**src/rtl/binomial_mod_prime_core_defines.svh**
```systemverilog
// Assertion macros shared by the binomial coefficient core.
`ifndef BINOMIAL_MOD_PRIME_CORE_DEFINES_SVH
`define BINOMIAL_MOD_PRIME_CORE_DEFINES_SVH

// Same-cycle implication, sampled on the core clock and masked during reset.
`define BMP_ASSERT_IMPLY(label, ante, cons, msg) \
   label: assert property (@(posedge clock) disable iff (reset) (ante) |-> (cons)) \
      else $error(msg);

// Next-cycle implication, sampled on the core clock and masked during reset.
`define BMP_ASSERT_NEXT(label, ante, cons, msg) \
   label: assert property (@(posedge clock) disable iff (reset) (ante) |=> (cons)) \
      else $error(msg);

`endif

```
**src/rtl/bmp_pkg.sv**
```systemverilog
// Types, constants and command encodings for the binomial coefficient core.
package bmp_pkg;

   // Field widths of the request and the result.
   localparam int ARG_W = 12;
   localparam int VAL_W = 30;

   // Modulus and the Fermat exponent used for inversion.
   localparam logic [VAL_W-1:0] PRIME_MOD  = 30'd1000000007;
   localparam logic [VAL_W-1:0] FERMAT_EXP = PRIME_MOD - 30'd2;
   localparam int               EXP_BITS   = VAL_W;
   localparam int               BIT_W      = $clog2(EXP_BITS);

   // Barrett reduction factor floor(2^60 / P), which fits in 31 bits.
   localparam logic [30:0] BARRETT_MU = 31'((64'd1 << 60) / 64'(PRIME_MOD));

   // Factorial table size and its address width.
   localparam int TABLE_SIZE = 4096;
   localparam int ADDR_W     = $clog2(TABLE_SIZE);

   // Modular multiplier has three register stages; one exponent step spans four slots.
   localparam int               SLOT_W      = 2;
   localparam logic [SLOT_W-1:0] SLOT_SQR    = 2'd0;
   localparam logic [SLOT_W-1:0] SLOT_MUL    = 2'd1;
   localparam logic [SLOT_W-1:0] SLOT_RESULT = 2'd2;
   localparam logic [SLOT_W-1:0] SLOT_LAST   = 2'd3;

   // Request and result payloads.
   typedef struct packed {
      logic [ARG_W-1:0] n_total;
      logic [ARG_W-1:0] r_chosen;
   } req_type;

   typedef struct packed {
      logic [VAL_W-1:0] binom_value;
      logic             r_too_large;
   } rsp_type;

   // Controller states.
   typedef enum logic [3:0] {
      ST_FILL_START,
      ST_FILL_MUL,
      ST_FILL_WAIT,
      ST_IDLE,
      ST_CHECK,
      ST_RD_D,
      ST_RD_N,
      ST_RD_LAST,
      ST_DEN_WAIT,
      ST_EXP,
      ST_DRAIN,
      ST_FIN,
      ST_FIN_WAIT,
      ST_DONE
   } ctrl_state_type;

   // Multiplier operations; each selects operands and a destination register.
   typedef enum logic [2:0] {
      MOP_FILL,
      MOP_DEN,
      MOP_SQR,
      MOP_ACC,
      MOP_FIN
   } mop_type;

   // Table read address selection.
   typedef enum logic [1:0] {
      ADDR_N,
      ADDR_R,
      ADDR_D
   } addr_sel_type;

   // Destination of table read data.
   typedef enum logic [1:0] {
      LD_NONE,
      LD_ACC,
      LD_BASE,
      LD_FN
   } ld_sel_type;

   // Commands from the controller to the datapath.
   typedef struct packed {
      logic         capture;
      logic         fill_start;
      logic         idx_inc;
      addr_sel_type rd_sel;
      ld_sel_type   ld_sel;
      logic         mul_go;
      mop_type      mul_op;
      logic         acc_one;
      logic         rsp_load;
   } dp_cmd_type;

   // Status from the datapath to the controller.
   typedef struct packed {
      logic r_gt_n;
      logic n_out_range;
      logic fill_last;
   } dp_status_type;

endpackage

```
**src/rtl/bmp_ctrl.sv**
```systemverilog
// Controller: sequences the table fill, the table reads, exponentiation and hand-off.
module bmp_ctrl (
   input  logic                   clock,
   input  logic                   reset,
   input  logic                   req_valid,
   output logic                   req_stall,
   output logic                   rsp_valid,
   input  logic                   rsp_stall,
   input  bmp_pkg::dp_status_type status,
   output bmp_pkg::dp_cmd_type    cmd
);
   import bmp_pkg::*;

   ctrl_state_type    state_ff, state_in;
   logic [SLOT_W-1:0] slot_ff, slot_in;
   logic [BIT_W-1:0]  bit_ff, bit_in;
   logic              rsp_valid_ff, rsp_valid_in;
   logic              rsp_free;
   logic              exp_last;

   assign rsp_free = !rsp_valid_ff || !rsp_stall;
   assign exp_last = bit_ff == BIT_W'(EXP_BITS - 1);

   // Next state.
   always_comb begin
      state_in = state_ff;
      unique case (state_ff)
         ST_FILL_START: state_in = ST_FILL_MUL;
         ST_FILL_MUL:   state_in = ST_FILL_WAIT;
         ST_FILL_WAIT: begin
            if (slot_ff == SLOT_RESULT) begin
               state_in = status.fill_last ? ST_IDLE : ST_FILL_MUL;
            end
         end
         ST_IDLE: begin
            if (req_valid) begin
               state_in = ST_CHECK;
            end
         end
         ST_CHECK: begin
            state_in = (status.r_gt_n || status.n_out_range) ? ST_DONE : ST_RD_D;
         end
         ST_RD_D:    state_in = ST_RD_N;
         ST_RD_N:    state_in = ST_RD_LAST;
         ST_RD_LAST: state_in = ST_DEN_WAIT;
         ST_DEN_WAIT: begin
            if (slot_ff == SLOT_RESULT) begin
               state_in = ST_EXP;
            end
         end
         ST_EXP: begin
            if (slot_ff == SLOT_LAST && exp_last) begin
               state_in = ST_DRAIN;
            end
         end
         ST_DRAIN: state_in = ST_FIN;
         ST_FIN:   state_in = ST_FIN_WAIT;
         ST_FIN_WAIT: begin
            if (slot_ff == SLOT_RESULT) begin
               state_in = ST_DONE;
            end
         end
         ST_DONE: begin
            if (rsp_free) begin
               state_in = ST_IDLE;
            end
         end
         default: state_in = ST_FILL_START;
      endcase
   end

   // Datapath commands and handshake outputs.
   always_comb begin
      cmd            = '0;
      cmd.rd_sel     = ADDR_R;
      cmd.ld_sel     = LD_NONE;
      cmd.mul_op     = MOP_ACC;
      req_stall      = 1'b1;
      unique case (state_ff)
         ST_FILL_START: cmd.fill_start = 1'b1;
         ST_FILL_MUL: begin
            cmd.mul_go = 1'b1;
            cmd.mul_op = MOP_FILL;
         end
         ST_FILL_WAIT: begin
            cmd.idx_inc = slot_ff == SLOT_RESULT && !status.fill_last;
         end
         ST_IDLE: begin
            req_stall   = 1'b0;
            cmd.capture = req_valid;
         end
         ST_CHECK: cmd.rd_sel = ADDR_R;
         ST_RD_D: begin
            cmd.rd_sel = ADDR_D;
            cmd.ld_sel = LD_BASE;
         end
         ST_RD_N: begin
            cmd.rd_sel = ADDR_N;
            cmd.ld_sel = LD_ACC;
         end
         ST_RD_LAST: begin
            // Denominator r! * (n-r)! goes to the base register.
            cmd.ld_sel = LD_FN;
            cmd.mul_go = 1'b1;
            cmd.mul_op = MOP_DEN;
         end
         ST_DEN_WAIT: cmd.acc_one = 1'b1;
         ST_EXP: begin
            // Square first, then multiply by the old base when the exponent bit is set.
            if (slot_ff == SLOT_SQR) begin
               cmd.mul_go = 1'b1;
               cmd.mul_op = MOP_SQR;
            end else if (slot_ff == SLOT_MUL) begin
               cmd.mul_go = FERMAT_EXP[bit_ff];
               cmd.mul_op = MOP_ACC;
            end
         end
         ST_DRAIN: cmd.mul_op = MOP_FIN;
         ST_FIN: begin
            cmd.mul_go = 1'b1;
            cmd.mul_op = MOP_FIN;
         end
         ST_FIN_WAIT: cmd.mul_op = MOP_FIN;
         ST_DONE:     cmd.rsp_load = rsp_free;
         default:     cmd.mul_op = MOP_ACC;
      endcase
   end

   // Slot counter restarts on every state change; exponent bit counts within ST_EXP.
   always_comb begin
      slot_in = (state_in != state_ff) ? '0 : slot_ff + 1'b1;
      if (state_ff != ST_EXP) begin
         bit_in = '0;
      end else if (slot_ff == SLOT_LAST) begin
         bit_in = bit_ff + 1'b1;
      end else begin
         bit_in = bit_ff;
      end
   end

   // Result valid holds until the consumer takes it.
   always_comb begin
      priority if (cmd.rsp_load) begin
         rsp_valid_in = 1'b1;
      end else if (!rsp_stall) begin
         rsp_valid_in = 1'b0;
      end else begin
         rsp_valid_in = rsp_valid_ff;
      end
   end

   always_ff @(posedge clock) begin
      if (reset) begin
         state_ff     <= ST_FILL_START;
         slot_ff      <= '0;
         bit_ff       <= '0;
         rsp_valid_ff <= 1'b0;
      end else begin
         state_ff     <= state_in;
         slot_ff      <= slot_in;
         bit_ff       <= bit_in;
         rsp_valid_ff <= rsp_valid_in;
      end
   end

   assign rsp_valid = rsp_valid_ff;

endmodule

```
**config.mk**
```make
export PLATFORM = sky130hd
export DESIGN_NAME = bmp_ctrl
export DESIGN_NICKNAME = d
export VERILOG_FILES = /design/src/rtl/binomial_mod_prime_core_defines.svh /design/src/rtl/bmp_pkg.sv /design/src/rtl/bmp_ctrl.sv
export SDC_FILE = /design/constraint.sdc
export NUM_CORES = 1
export LEC_CHECK = 0
export ABC_CLOCK_PERIOD_IN_PS = 2500
export BUFFER_PORTS_ARGS = -buffer_cell sky130_fd_sc_hd__buf_2
export CAP_MARGIN = 20
export CORE_ASPECT_RATIO = 0.75
export CORE_MARGIN = 2
export CORE_UTILIZATION = 54
export CTS_CLUSTER_SIZE = 14
export DETAILED_ROUTE_END_ITERATION = 8
export PLACE_DENSITY_LB_ADDON = 0.05
export REMOVE_ABC_BUFFERS = 1
export SYNTH_ARGS = -nofsm -noshare
export SYNTH_HDL_FRONTEND = slang
export SYNTH_SLANG_ARGS = --single-unit
```
**constraint.sdc**
```tcl
create_clock -name clock -period 2.5 [get_ports clock]
set_input_delay 0.375 -clock clock [delete_from_list [all_inputs] [get_ports clock]]
set_output_delay 0.375 -clock clock [all_outputs]
set_load 0.05 [all_outputs]
```
==> results of run 1 <==
cells by family (layout without fill, tap and decap cells):
kind of cell	after synthesis	count (layout)	share of synthesized area
xor+xnor	7	7	0.0530
fa+ha+maj	7	7	0.0758
mux	4	4	0.0379
buf+inv	23	40	0.0985
simple gates	57	57	0.252
compound gates	47	47	0.258
flops	13	13	0.225
where the power goes:
group          switching, mW  internal [mW]
Combinational          0.331          0.150
Sequential            0.0145          0.230
Clock                 0.0720         0.0594
through the flow:
| stage | power (mW) | util | setup slack, ns | hold slack, ns | cell area, µm² |
|---|---|---|---|---|---|
| floorplan | 0.612 | - | -0.277 | 0.444 | 1080 |
| global placement | 0.719 | 0.622 | 0.508 | 0.483 | 1250 |
| detailed placement | 0.730 | 0.622 | 0.432 | 0.508 | 1250 |
| CTS | 0.860 | 0.635 | 0.298 | 0.329 | 1280 |
| global route | 0.926 | 0.635 | 0.188 | 0.337 | 1280 |
| finish | 0.856 | 0.635 | 0.282 | 0.334 | 1280 |
Yosys cell counts, drive strengths merged (2+ instances only):
cell	count	area, µm²
a211oi	4	30.0
nor3	4	20.0
mux2i	4	43.8
a21oi	14	70.1
nand3	2	10.0
nor2b	3	18.8
nor2	14	52.6
inv	10	37.5
xnor2	2	17.5
dfxtp	13	260
xor2	5	43.8
nand4	2	12.5
a31oi	3	18.8
nand2b	5	31.3
nor4	2	12.5
a21o	2	15.0
and3	4	25.0
o21ai	12	60.1
ha	7	87.6
nand2	15	56.3
o211ai	2	15.0
buf	13	76.3
final cells by class:
cell class,instances,area share
clock buffer,3,0.0176
clock inverter,1,0.00391
inverter,10,0.0293
multi-input combinational,122,0.611
sequential,13,0.203
tap,24,0.0235
timing repair buffer,26,0.111
how the worst max path moves through the flow:
stage / from / endpoint / slack (ns) / cells past startpoint
6_report: state_ff[0] / cmd[0] / 0.28 / 5
5_1_grt: state_ff[2] / flop / 0.19 / 10
4_1_cts: state_ff[0] / cmd[0] / 0.30 / 5
3_5_place_dp: reset / flop / 0.43 / 10
3_3_place_gp: reset / flop / 0.51 / 10
2_1_floorplan: state_ff[1] / cmd[10] / -0.28 / 2
flip-flops by register name, summed over array words and instances (netlist names), named ones only:
| name | count |
|---|---|
| rsp_valid | 1 |
| state_ff | 4 |
| bit_ff | 5 |
| slot_ff | 2 |
critical path: stages, from the launching register on:
cell and delay, ns:
dfxtp_1 0.33, buf_4 0.23, nor2b_1 0.30, nand3_1 0.16, a21oi_1 0.23, buf_2 0.31
per-layer routing:
metal | up-vias | part of all wire | global-route usage | routed length (µm)
met5 | - | 0 | 0 | 0
met4 | 0 | 0 | 0.0279 | 0
met3 | 0 | 0.089 | 0.0673 | 231
met2 | 38 | 0.42 | 0.320 | 1080
met1 | 532 | 0.50 | 0.373 | 1290
li1 | 595 | - | - | -
==> results.yml, run 1 <==
status:
  status: "finished, final reports clean"
synthesis:
  post_synth_instance_area_um2: 1160
  synth_async_sr_flop_share: 0
  yosys_warnings: 0
  synthesis.area_per_instance_um2: 7.32
  synth.distinct_cells: 42
  synth_edf_count: 0
  seq_area_frac_synth: 0.225
  postSynthCellCount: 158
  synth_flop_cell: "dfxtp_1"
  seq_cells_post_synth: 13
setup_path:
  criticalPathCategory: "reg2out"
  path_max_fanout: 22
  worstRegToRegCells: 10
  setup.worst_path.end_class: "output pin"
  timing.reg2reg.setup_slack_ns: 0.43
  startpoint_type: "flop"
  worstPathRequired_ns: 2.12
  critical_path.reg2reg.startpoint: "state_ff[2]"
  cp.arrival_ns: 1.84
clock_tree:
  clock_transition_time_at_the_flip_flop_clock_pins_of_the_worst_setup_and_hold_paths_ns: 0.08
  clkLatencyLatePin_ns: 0.28
  postCtsSetupBuffers: 0
  number_of_sinks_driven_by_the_clock_tree: 13
  cts_resized: 0
  cts_tree: "done"
  cts_made_buffers: 3
  cts-hold-fix-buffers: 0
  cts.root.buffer_cell: "clkbuf_4"
  h-tree-depth: 1
  ctsLongestPathBuffers: 2
worst_hold_path:
  worstHoldStart: "reset"
  holdCritPathClass: "in2reg"
  min_delay_worst_endpoint: "state_ff[0]"
  hold_path_depth: 2
timing:
  timing.setup.tns_ns: 0
  final.setup_skew_ns: 0.00376
  timing.fmax_mhz: 451
  worst_slew_pin_slew_ns: 0.749
  slew-limit-headroom: 0.494
  layout_worst_path_cycle_share: 0.887
  timing.final.hold_violations: 0
  setup_viol: 0
  period_minus_slack_ns: 2.22
  drv_slew: 0
  setup_repair_after_global_routing_missed_its_margin: "false"
final_layout:
  final_layout_size_suffix_gt1_frac: 0.183
  area_growth_syn_to_layout_pct: 10.7
  area.sequential_um2: 260
  filler_cell_count: 186
  mostFrequentLayoutCell: "buf_2"
  layoutNonFillerInstCount: 199
  multi_input_area_um2: 782
  antenna_cells_inserted: 0
  finish.net_count: 190
  most-common-layout-cells: "21 x buf_2, 15 x nand2_1, 14 x a21oi_1, 14 x nor2_1, 13 x dfxtp_1"
placement:
  port_buffers: 21
  dp_hpwl_mm: 2.06
  placed_cells: 195
  gp_congestion: 0.885
detailed_routing:
  drc_violation_count_after_routing: 0
  final_antenna_net_count: 0
  drt_pass1_iterations: 4
  drt-initial-drc-count: 110
  wl_per_cell_um: 13.1
  wire_length_after_detailed_routing_mm: 2.61
  via_per_inst: 5.85
  routed-via-count: 1165
global_route:
  grt_pass1_wl_mm: 4.57
  first_global_vias: 984
  grt_start_max_net_pins: 25
  gr-total-overflow: 0
  antenna_found_initial: 0
  global_route.usage.total: 0.235
floorplan:
  core_um2: 2010
  die_height_um: 44.1
  initial_standard_cell_utilization_of_the_core: 0.574
  row_count: 14
  fp.dieArea_um2: 2530
  io-pin-count: 22
  floorplan.die.width_um: 57.4
run:
  cap_viol_max_count: 0
power:
  max-vdd-ir-drop_mv: 0.569
  power_density_nw_per_um2: 669
  total_leakage_power_nw: 0.527
Note: power is estimated with default switching activity, not from simulation.
==> run 2, diff against run 1 <==
--- a/config.mk
+++ b/config.mk
@@ -13,8 +13,8 @@
 export CORE_UTILIZATION = 54
 export CTS_CLUSTER_SIZE = 14
 export DETAILED_ROUTE_END_ITERATION = 8
-export PLACE_DENSITY_LB_ADDON = 0.05
-export REMOVE_ABC_BUFFERS = 1
+export PLACE_DENSITY_LB_ADDON = 0.15
+export SLEW_MARGIN = 5
 export SYNTH_ARGS = -nofsm -noshare
 export SYNTH_HDL_FRONTEND = slang
 export SYNTH_SLANG_ARGS = --single-unit
==> run 2 against run 1 <==
Effect of this change: clock skew about the same; routed wire length up 2.9%; via count up 0.34%; first-iteration DRC count down 42%; cell area about the same.
==> results.yml, run 2 (synthesis gave the netlist of run 1 again) <==
timing:
  setup_repair_after_global_routing_missed_its_margin: "false"
  period_minus_slack_ns: 2.27
  drv_slew: 0
  worst_slew_pin_slew_ns: 0.693
  timing.fmax_mhz: 440
  timing.final.hold_violations: 0
  layout_worst_path_cycle_share: 0.909
  slew-limit-headroom: 0.532
  final.setup_skew_ns: 0.00364
  timing.final.ws_setup_ns: 0.228
  timing.setup.tns_ns: 0
  setup_viol: 0
  whs_ns: 0.352
global_route:
  global_route.usage.total: 0.232
  antenna_found_initial: 0
  grt_start_max_net_pins: 25
  first_global_vias: 1055
  gr-total-overflow: 0
  grt_pass1_wl_mm: 4.62
power:
  total_leakage_power_nw: 0.521
  p_clk_frac: 0.152
  power_frac_comb: 0.560
  p_switching_mw: 0.408
  power_density_nw_per_um2: 663
  cellInternalPower_mw: 0.442
  reg_power_frac: 0.288
  power_switching_share: 0.481
  max-vdd-ir-drop_mv: 0.582
placement:
  port_buffers: 21
  dp_hpwl_mm: 2.03
  dpl_worst_slack_ns: 0.246
  dpl_cell_area_um2: 1250
  gp_congestion: 0.940
clock_tree:
  cts_made_buffers: 3
  ctsLongestPathBuffers: 2
  cts.root.buffer_cell: "clkbuf_4"
  h-tree-depth: 1
  clkLatencyLatePin_ns: 0.27
  postCtsSetupBuffers: 0
  cts_tree: "done"
  number_of_sinks_driven_by_the_clock_tree: 13
  clock_transition_time_at_the_flip_flop_clock_pins_of_the_worst_setup_and_hold_paths_ns: 0.08
final_layout:
  most_flop_heavy_register: "bit_ff"
  filler_cell_count: 208
  final_core_util: 0.636
  final_cell_area_um2: 1280
  finish.net_count: 190
  mostFrequentLayoutCell: "buf_2"
  layout_top_registers: "bit_ff: 5 flops, state_ff: 4 flops, slot_ff: 2 flops"
  most-common-layout-cells: "21 x buf_2, 15 x nand2_1, 14 x a21oi_1, 14 x nor2_1, 13 x dfxtp_1"
  area.sequential_um2: 260
  area_growth_syn_to_layout_pct: 10.8
  multi_input_area_um2: 785
  max_reg_flops: 5
  final_layout_size_suffix_gt1_frac: 0.183
  antenna_cells_inserted: 0
run:
  cap_viol_max_count: 0
floorplan:
  row_count: 14
  floorplan.die.width_um: 57.4
  fp.dieArea_um2: 2530
  io-pin-count: 22
  core_um2: 2010
  initial_standard_cell_utilization_of_the_core: 0.574
  die_height_um: 44.1
detailed_routing:
  wl_per_cell_um: 13.5
  via_per_inst: 5.87
  wire_length_after_detailed_routing_mm: 2.68
  drt-initial-drc-count: 64
  drt_pass1_iterations: 4
  drc_violation_count_after_routing: 0
  routed-via-count: 1169
  final_antenna_net_count: 0
worst_hold_path:
  holdCritPathClass: "in2reg"
synthesis:
  syn_nets: 172
status:
  status: "finished, final reports clean"
setup_path:
  path_max_fanout: 8
  worstPathRequired_ns: 2.70
  setup.worst_path.end_class: "flop"
  cp.arrival_ns: 2.47
  startpoint_type: "flop"
  criticalPathCategory: "reg2reg"
==> run 2: critical path: stages, from the launching register on <==
cell	delay [ns]
dfxtp_1	0.39
ha_2	0.30
xor2_1	0.17
nor2b_1	0.18
inv_1	0.06
ha_1	0.29
inv_1	0.06
o21ai_0	0.19
nand2_1	0.09
a221oi_1	0.26
a2bb2oi_1	0.22
==> run 2: area by class of cell <==
cell class	count	share of cell area
well taps	24	0.0234
flip-flops and latches	13	0.203
clock buffers	4	0.0205
inverters	10	0.0293
repair buffers	26	0.111
multi-input cells	122	0.612
==> run 2: worst paths after layout <==
kind                                  from    endpoint  slack [ns]  depth (start not counted)
worst min-delay path                 reset   rsp_valid        0.35                          2
worst max-delay path            slot_ff[0]        flop        0.23                         10
worst min register to register  slot_ff[0]  slot_ff[0]        0.52                          1
worst max register to register  slot_ff[0]        flop        0.23                         10
==> run 2: per-layer routing <==
metal,vias to the layer above,share of wire,GRT usage
li1,591,-,-
met3,0,0.072,0.0789
met4,0,0,0.0326
met1,536,0.50,0.334
met5,-,0,0
met2,42,0.43,0.345
==> run 2: metrics by stage <==
| stage | total power, mW | cells |
|---|---|---|
| CTS | 0.853 | 199 |
| global placement | 0.714 | 195 |
| finish | 0.850 | 199 |
| floorplan | 0.635 | 158 |
| global route | 0.918 | 199 |
| detailed placement | 0.725 | 195 |
==> run 2: what timing repair did <==
item                                    4_1_cts  5_1_grt
hold endpoints to repair                      0        0
gates resized for setup                       0        1
endpoints found under the setup margin        0        1
hold buffers                                  0        0
==> run 2: power groups by stage <==
stage          Clock, mW  Combinational, mW  Sequential (mW)
5_1_grt            0.143              0.526            0.249
3_5_place_dp           0              0.475            0.249
3_3_place_gp           0              0.466            0.247
6_report           0.129              0.476            0.245
2_1_floorplan          0              0.381            0.254
4_1_cts            0.132              0.477            0.245
